$ cat config.mk
export PLATFORM = sky130hd
export DESIGN_NAME = rwsr_front
export DESIGN_NICKNAME = d
export VERILOG_FILES = /design/src/hw/rtl/rwsr_pkg.sv /design/src/hw/rtl/rwsr_front.sv
export SDC_FILE = /design/constraint.sdc
export NUM_CORES = 1
export LEC_CHECK = 0
export ABC_CLOCK_PERIOD_IN_PS = 13110
export BUFFER_PORTS_ARGS = -buffer_cell sky130_fd_sc_hd__buf_2
export CAP_MARGIN = 20
export CORE_UTILIZATION = 49
export DETAILED_ROUTE_END_ITERATION = 16
export PLACE_DENSITY = 0.74
export SYNTH_ARGS = -nofsm -noshare
export SYNTH_HDL_FRONTEND = slang
export SYNTH_SLANG_ARGS = --single-unit
$ cat constraint.sdc
create_clock -name clock -period 13.11 [get_ports clock]
set_input_delay 1.311 -clock clock [delete_from_list [all_inputs] [get_ports clock]]
set_output_delay 1.311 -clock clock [all_outputs]
set_load 0.05 [all_outputs]
$ cat src/hw/rtl/rwsr_pkg.sv
// Package for the record wage sort and report block.
// Holds shared types, op and result codes, and the date check function.
package rwsr_pkg;

   localparam int MaxRecordsDefault = 64;

   typedef enum logic [1:0] {
      OP_LOAD   = 2'd0,
      OP_REPORT = 2'd1,
      OP_CLEAR  = 2'd2,
      OP_NONE   = 2'd3
   } op_type;

   typedef enum logic [2:0] {
      KIND_LOADED  = 3'd0,
      KIND_BADDATE = 3'd1,
      KIND_FULL    = 3'd2,
      KIND_ENTRY   = 3'd3,
      KIND_EMPTY   = 3'd4
   } kind_type;

   typedef struct packed {
      logic [1:0]  op;
      logic [15:0] units;
      logic [15:0] unit_price;
      logic [4:0]  birth_day;
      logic [3:0]  birth_month;
      logic [13:0] birth_year;
   } req_type;

   typedef struct packed {
      logic [2:0]  kind;
      logic [5:0]  rank;
      logic [5:0]  record_index;
      logic [31:0] wage;
      logic [37:0] total_wage;
      logic [5:0]  lowest_wage_index;
      logic [5:0]  oldest_index;
      logic        last;
   } rsp_type;

   // classified command passed from front to back
   typedef struct packed {
      op_type      op;
      logic        date_ok;
      logic [31:0] wage;
      logic [22:0] birth;   // year, month, day: compares as a date
   } cmd_type;

   typedef enum logic [2:0] {
      ST_IDLE, ST_SORT, ST_EMIT, ST_SINGLE
   } state_type;

   function automatic logic date_valid(logic [4:0] d, logic [3:0] m, logic [13:0] y);
      logic        leap;
      logic [4:0]  len;
      logic [26:0] prod;
      logic [7:0]  q100;
      logic [13:0] rem100;
      begin
         // year / 100 by reciprocal multiply, exact over the whole 14-bit range
         prod   = 27'(y) * 27'(13'd5243);
         q100   = prod[26:19];
         rem100 = y - (14'(q100) * 14'd100);
         // century years are leap only when the century count divides by 4
         leap = (rem100 == 14'd0) ? (q100[1:0] == 2'd0) : (y[1:0] == 2'd0);
         case (m)
            4'd2:                      len = leap ? 5'd29 : 5'd28;
            4'd4, 4'd6, 4'd9, 4'd11:  len = 5'd30;
            default:                   len = 5'd31;
         endcase
         date_valid = (m >= 4'd1) && (m <= 4'd12) && (d >= 5'd1) && (d <= len);
      end
   endfunction

endpackage

$ cat src/hw/rtl/rwsr_front.sv
// Front end: accepts requests, checks the date and forms the wage product.
// Depends on rwsr_pkg; holds a two-entry command queue.
module rwsr_front (
   input  logic              clock,
   input  logic              reset,
   input  logic              in_valid,
   output logic              in_ready,
   input  rwsr_pkg::req_type in_data,
   output logic              cmd_valid,
   input  logic              cmd_ready,
   output rwsr_pkg::cmd_type cmd_data
);
   rwsr_pkg::cmd_type q_ff [2];
   rwsr_pkg::cmd_type q_in;
   logic [1:0] cnt_ff, cnt_in;
   logic       rd_ff, wr_ff;
   logic       push, pop;

   assign in_ready  = (cnt_ff != 2'd2);
   assign push      = in_valid && in_ready && (in_data.op != rwsr_pkg::OP_NONE);
   assign cmd_valid = (cnt_ff != 2'd0);
   assign pop       = cmd_valid && cmd_ready;
   assign cmd_data  = q_ff[rd_ff];

   always_comb begin
      q_in.op      = rwsr_pkg::op_type'(in_data.op);
      q_in.date_ok = rwsr_pkg::date_valid(in_data.birth_day, in_data.birth_month,
                                          in_data.birth_year);
      q_in.wage    = in_data.units * in_data.unit_price;
      q_in.birth   = {in_data.birth_year, in_data.birth_month, in_data.birth_day};
      cnt_in = cnt_ff + {1'b0, push} - {1'b0, pop};
   end

   always_ff @(posedge clock) begin
      if (push) q_ff[wr_ff] <= q_in;
      if (reset) begin
         cnt_ff <= '0; rd_ff <= 1'b0; wr_ff <= 1'b0;
      end else begin
         cnt_ff <= cnt_in;
         if (push) wr_ff <= ~wr_ff;
         if (pop)  rd_ff <= ~rd_ff;
      end
   end

   a_cnt_bound: assert property (@(posedge clock) disable iff (reset)
      cnt_ff != 2'd3) else $error("queue count overflow");
   a_no_push_full: assert property (@(posedge clock) disable iff (reset)
      cnt_ff == 2'd2 |-> !push) else $error("push into full queue");
   a_no_pop_empty: assert property (@(posedge clock) disable iff (reset)
      cnt_ff == 2'd0 |-> !pop) else $error("pop from empty queue");
endmodule

=== After elaboration in Yosys (flattened, before gate mapping) ===
Memories as Yosys holds them, arrays and structs flattened. A register that Yosys moved wholly into a read port is not among the register bits.
Index checks and enable logic that the tools add are counted.

* Add/sub/neg operators: 3
* Multiply operators: 3
* Divide/modulo/power cells: 0
* Order comparisons: 4
* Eq/ne operators: 7
* Shifts and indexed selects: 0
* Multiplexer cells: 7
* Bitwise gates (word level): 2
* Reductions and logical operators: 11

{| class="wikitable"
|+ Operator list
! cell !! count
|-
| 16-bit by 16-bit multiplier with 32-bit output || 1
|-
| 14-bit by 13-bit multiplier with 27-bit output, second input constant || 1
|-
| 14-bit zero test || 1
|-
| 14-bit subtractor || 1
|-
| 8-bit by 5-bit multiplier with 12-bit output, second input constant || 1
|-
| 4-bit by 3-bit equality test with 1-bit output, second input constant || 2
|-
| 4-bit equality test, second input constant || 2
|-
| 1-bit logical AND || 6
|-
| 1-bit 2-to-1 mux || 6
|-
| 5-bit by 1-bit >= comparator with 1-bit output, second input constant || 1
|-
| 5-bit <= comparator || 1
|-
| 4-bit by 2-bit equality test with 1-bit output, second input constant || 1
|-
| 4-bit by 1-bit >= comparator with 1-bit output, second input constant || 1
|-
| 4-bit <= comparator, second input constant || 1
|-
| 2-bit zero test || 2
|-
| 2-bit != test, second input constant || 2
|-
| 2-bit one-hot mux with 2 select lines || 1
|-
| 4-bit OR reduction || 1
|-
| 2-bit by 1-bit adder with 2-bit output || 1
|-
| 1-bit NOT || 2
|-
| 2-bit nonzero test || 1
|-
| 2-bit by 1-bit subtractor with 2-bit output || 1
|}

* Flip-flop bits (word level): 4
* Bits in latches: 0
* RAM bits: 116
* ROM bits: 0
* Input port bits: 61
* Output and inout port bits: 60
* Logic and storage cells: 41
* Memories: 1

{| class="wikitable"
|+ Memories
! name !! words !! width !! read ports !! clocked after memory_dff !! write ports !! line !! text
|-
| q_ff || 2 || 58 || 1 || 1 || 1 || rwsr_front.sv:13 || <nowiki>rwsr_pkg::cmd_type q_ff [2];</nowiki>
|}

=== Longest topological paths before layout ===
* Word-level depth: 9
* Gate-level depth with buffers: 40
* Gate-level depth less buffers: 40

=== Least setup slack after synthesis ===
Ideal clock, no wire load.

* Path type: input to register
* Start: in in_data[10] in the netlist's numbering
* End: mem q_ff[0][55] in the netlist's numbering, data pin
* Setup time: 0.265 ns
* Data arrival time: 9.330 ns
* Data required time: 12.845 ns
* Path slack: 3.515 ns
* Stages: 39
* Path buffers: 1
* Path through: fa_1 > ha_1 > inv_1 > fa_1 > inv_1 > fa_1 > inv_1 > fa_1 > inv_1 > ha_1 > a211o_1 > a21oi_1 > o21ai_0 > nor3_1 > o21bai_1 > a21oi_1 > xnor2_1 > ha_1 > [3 not listed] > inv_1 > ha_1 > a21oi_1 > xor2_1 > ha_1 > and3_1 > buf_2 > nand2_1 > o211ai_1 > o21a_1 > o31a_1 > a2111oi_2 > a31oi_1 > ha_1 > nand2_1 > nand4_1 > o22ai_1 > nor3_1

{| class="wikitable"
|+ RTL lines
! what !! line !! text
|-
| start: declaration || rwsr_front.sv:8 || <nowiki>input rwsr_pkg::req_type in_data,</nowiki>
|-
| end: declaration || rwsr_front.sv:13 ||
|}

==> impl_metrics.csv <==
group,metric,value,unit
global_routing,antenna_found_initial,0,
route,firstDrtPassIters,5,
floorplanning,io_pins,121,
route,vias,12000,
global_routing,gr-usage-all-layers,22.6,%
sta,fin_crit_sh,80.3,%
route,drc,0,
worst_setup_path,path_class,"primary input to flop",
cts,cts.root.buffer_cell,"clkbuf_16",
sta,fin_crit,10.53,ns
route,ant_nets,0,
synth,yosys_most_used_dff,"edfxtp_1",
cts,post_cts_resized,0,
sta,rsz0062_at_grt,"no",
worst_setup_path,critPathBufInv,8,
cts,cts_buffers,17,
worst_setup_path,slowest_stage,"fa_1",
floorplanning,die_area,35800,um^2
worst_setup_path,cpLargestDelayFamily,"adder cells",
worst_setup_path,critPathMaxStageDelay,0.54,ns
cts,cts.sinks,121,
synth,synthArstFlopShare,0,%
synth,synth-seq-cells,121,
synth,yosys_warnings,0,
floorplanning,initial_core_util,49.7,%
synth,synth_fp_nets,2211,
worst_setup_path,r2r-start,"cnt_ff[0]",
worst_hold_path,holdPathEnd,"rd_ff",
synth,netlist_instances,1650,
cells_and_area,area_growth,9.51,%
floorplanning,core_area,34500,um^2
placed_design,port_buffers,120,
cts,cts_setup_buffers,0,
cts,cts_tree,"done",
worst_setup_path,required,13.35,ns
cells_and_area,mostFrequentLayoutCells,"inv_1 (358), fa_1 (260), ha_1 (240)",
worst_setup_path,crit_path_start_kind,"primary input",
worst_setup_path,r2r_slack,11.15,ns
worst_setup_path,critPathLaunch,"in_data[11]",
cells_and_area,fin_cells,2220,
global_routing,grt_pass1_wl,63.6,mm
placed_design,dp_slack,2.25,ns
cells_and_area,drive_gt1_share,13.1,%
worst_hold_path,hold_depth,2,
worst_hold_path,min_from,"rd_ff",
route,wirelength,38.4,mm
sta,setup_slack,2.58,ns
worst_setup_path,arrival,10.77,ns
sta,max-slew-margin-rel,44.6,%
placed_design,dp_hpwl,30.2,mm
cts,clk_pin_slew,0.06,ns
global_routing,grt_pass1_vias,12800,
status,outcome,"finished clean",
synth,avgSynthCellArea,10.4,um^2
synth,netlist_area,17200,um^2
cells_and_area,nNetsFinal,2313,
sta,tightest_slew,0.830,ns
sta,fmax,95.0,MHz
worst_setup_path,crit_path_max_fanout,10,
worst_setup_path,end_kind,"flop",
worst_hold_path,hold_class,"flop to flop",
global_routing,grt-ovfl-total,0,
global_routing,grt_max_degree,59,
cells_and_area,antenna_cells,0,
floorplanning,die_w,189,um
sta,hold_viol,0,
cts,clk_path_buf_depth,2,
cts,clk-insertion-delay-late,0.43,ns
synth,synth_edf_count,116,
cells_and_area,final_common_cell,"inv_1",
sta,finClkSkew,0.0109,ns
route,wire_per_inst,17.3,um
cts,cts_hold_buffers,0,
job,maxCapViolCount,0,
sta,setup_viol,0,
synth,synth_cell_types,61,
route,drt_iter0_drc,767,
worst_setup_path,r2r_cells,4,
floorplanning,num_rows,68,
route,drt-vias-per-instance,5.39,
floorplanning,die_h,189,um
worst_setup_path,regToRegEndpoint,"q_ff[0][50]",
sta,tns,0,ns
placed_design,placed_cells,2188,
cts,htree_levels,4,
sta,maxSlewViolCount,0,
synth,ys_seq_area_share,20.9,%
placed_design,gp_congestion,0.913,
[area by class of cell]
cell class / count / area, um^2
Tap cell: 455 / 569
Clock inverter: 15 / 150
Sequential cell: 121 / 3580
Fill cell: 2966 / 15700
Clock buffer: 17 / 425
Multi-Input combinational cell: 1131 / 12100
Timing Repair Buffer: 123 / 623
Inverter: 358 / 1340
[per-stage QoR]
step / hold slack, ns / util [%] / cell area (um^2)
CTS: 0.549 / 54.4 / 18800
global route: 0.566 / 54.4 / 18800
global placement: 0.501 / 52.8 / 18200
floorplan: 0.481 / - / 17200
finish: 0.533 / 54.4 / 18800
detailed placement: 0.532 / 52.8 / 18200
[tightest hold or removal path, cell delays in order (launching register included)]
cell and delay, ns:
dfxtp_1 0.32, xnor2_1 0.09, nor2_1 0.09
[sequential cells by signal (all words and copies together), names as in the netlist, named ones only]
register  flops
cnt_ff        2
q_ff        116
wr_ff         1
rd_ff         1
[cell usage after synthesis (all sizes together), types with 4 or more instances]
master	number	share of area [%]
a211oi	10	0.51
a21o	18	0.79
a21oi	32	0.98
a31oi	6	0.22
and2	93	3.4
buf	4	0.095
clkbuf	36	0.79
dfxtp	5	0.58
edfxtp	116	20
fa	260	30
ha	240	17
inv	358	7.8
mux2	58	3.8
nand2	189	4.1
nand2b	5	0.18
nand3	8	0.23
nor2	39	0.85
nor2b	11	0.40
nor3	12	0.41
o21a	13	0.57
o21ai	26	0.76
o21bai	6	0.26
o41ai	4	0.20
or2	5	0.18
xnor2	34	1.7
xor2	17	0.87
[kinds of logic after synthesis]
group / Yosys count / synth area share [%]
simple gates: 382 / 10.6
fa+ha+maj: 500 / 47.8
xor+xnor: 51 / 2.60
flops: 121 / 20.9
buf+inv: 398 / 8.71
compound gates: 140 / 5.59
mux: 58 / 3.80
[how the worst max path moves through the flow]
| stage | cells past startpoint | slack [ns] | to |
|---|---|---|---|
| finish | 41 | 2.58 | q_ff[1][55] |
| global route | 41 | 1.97 | q_ff[0][55] |
| CTS | 41 | 2.61 | q_ff[0][55] |
| detailed placement | 41 | 2.25 | q_ff[0][55] |
| global placement | 40 | 2.57 | q_ff[0][55] |
| floorplan | 39 | 3.51 | q_ff[0][55] |
[routing by layer]
layer,vias to the layer above,share of wire (%),GRT usage [%]
li1,5462,-,-
met1,6093,42,28.7
met2,329,51,39.3
met3,74,5.4,4.26
met4,0,2.1,6.20
met5,-,0,0
Power is not shown: default switching activity piles up to over one toggle a cycle in this logic, so the estimate is an artifact.
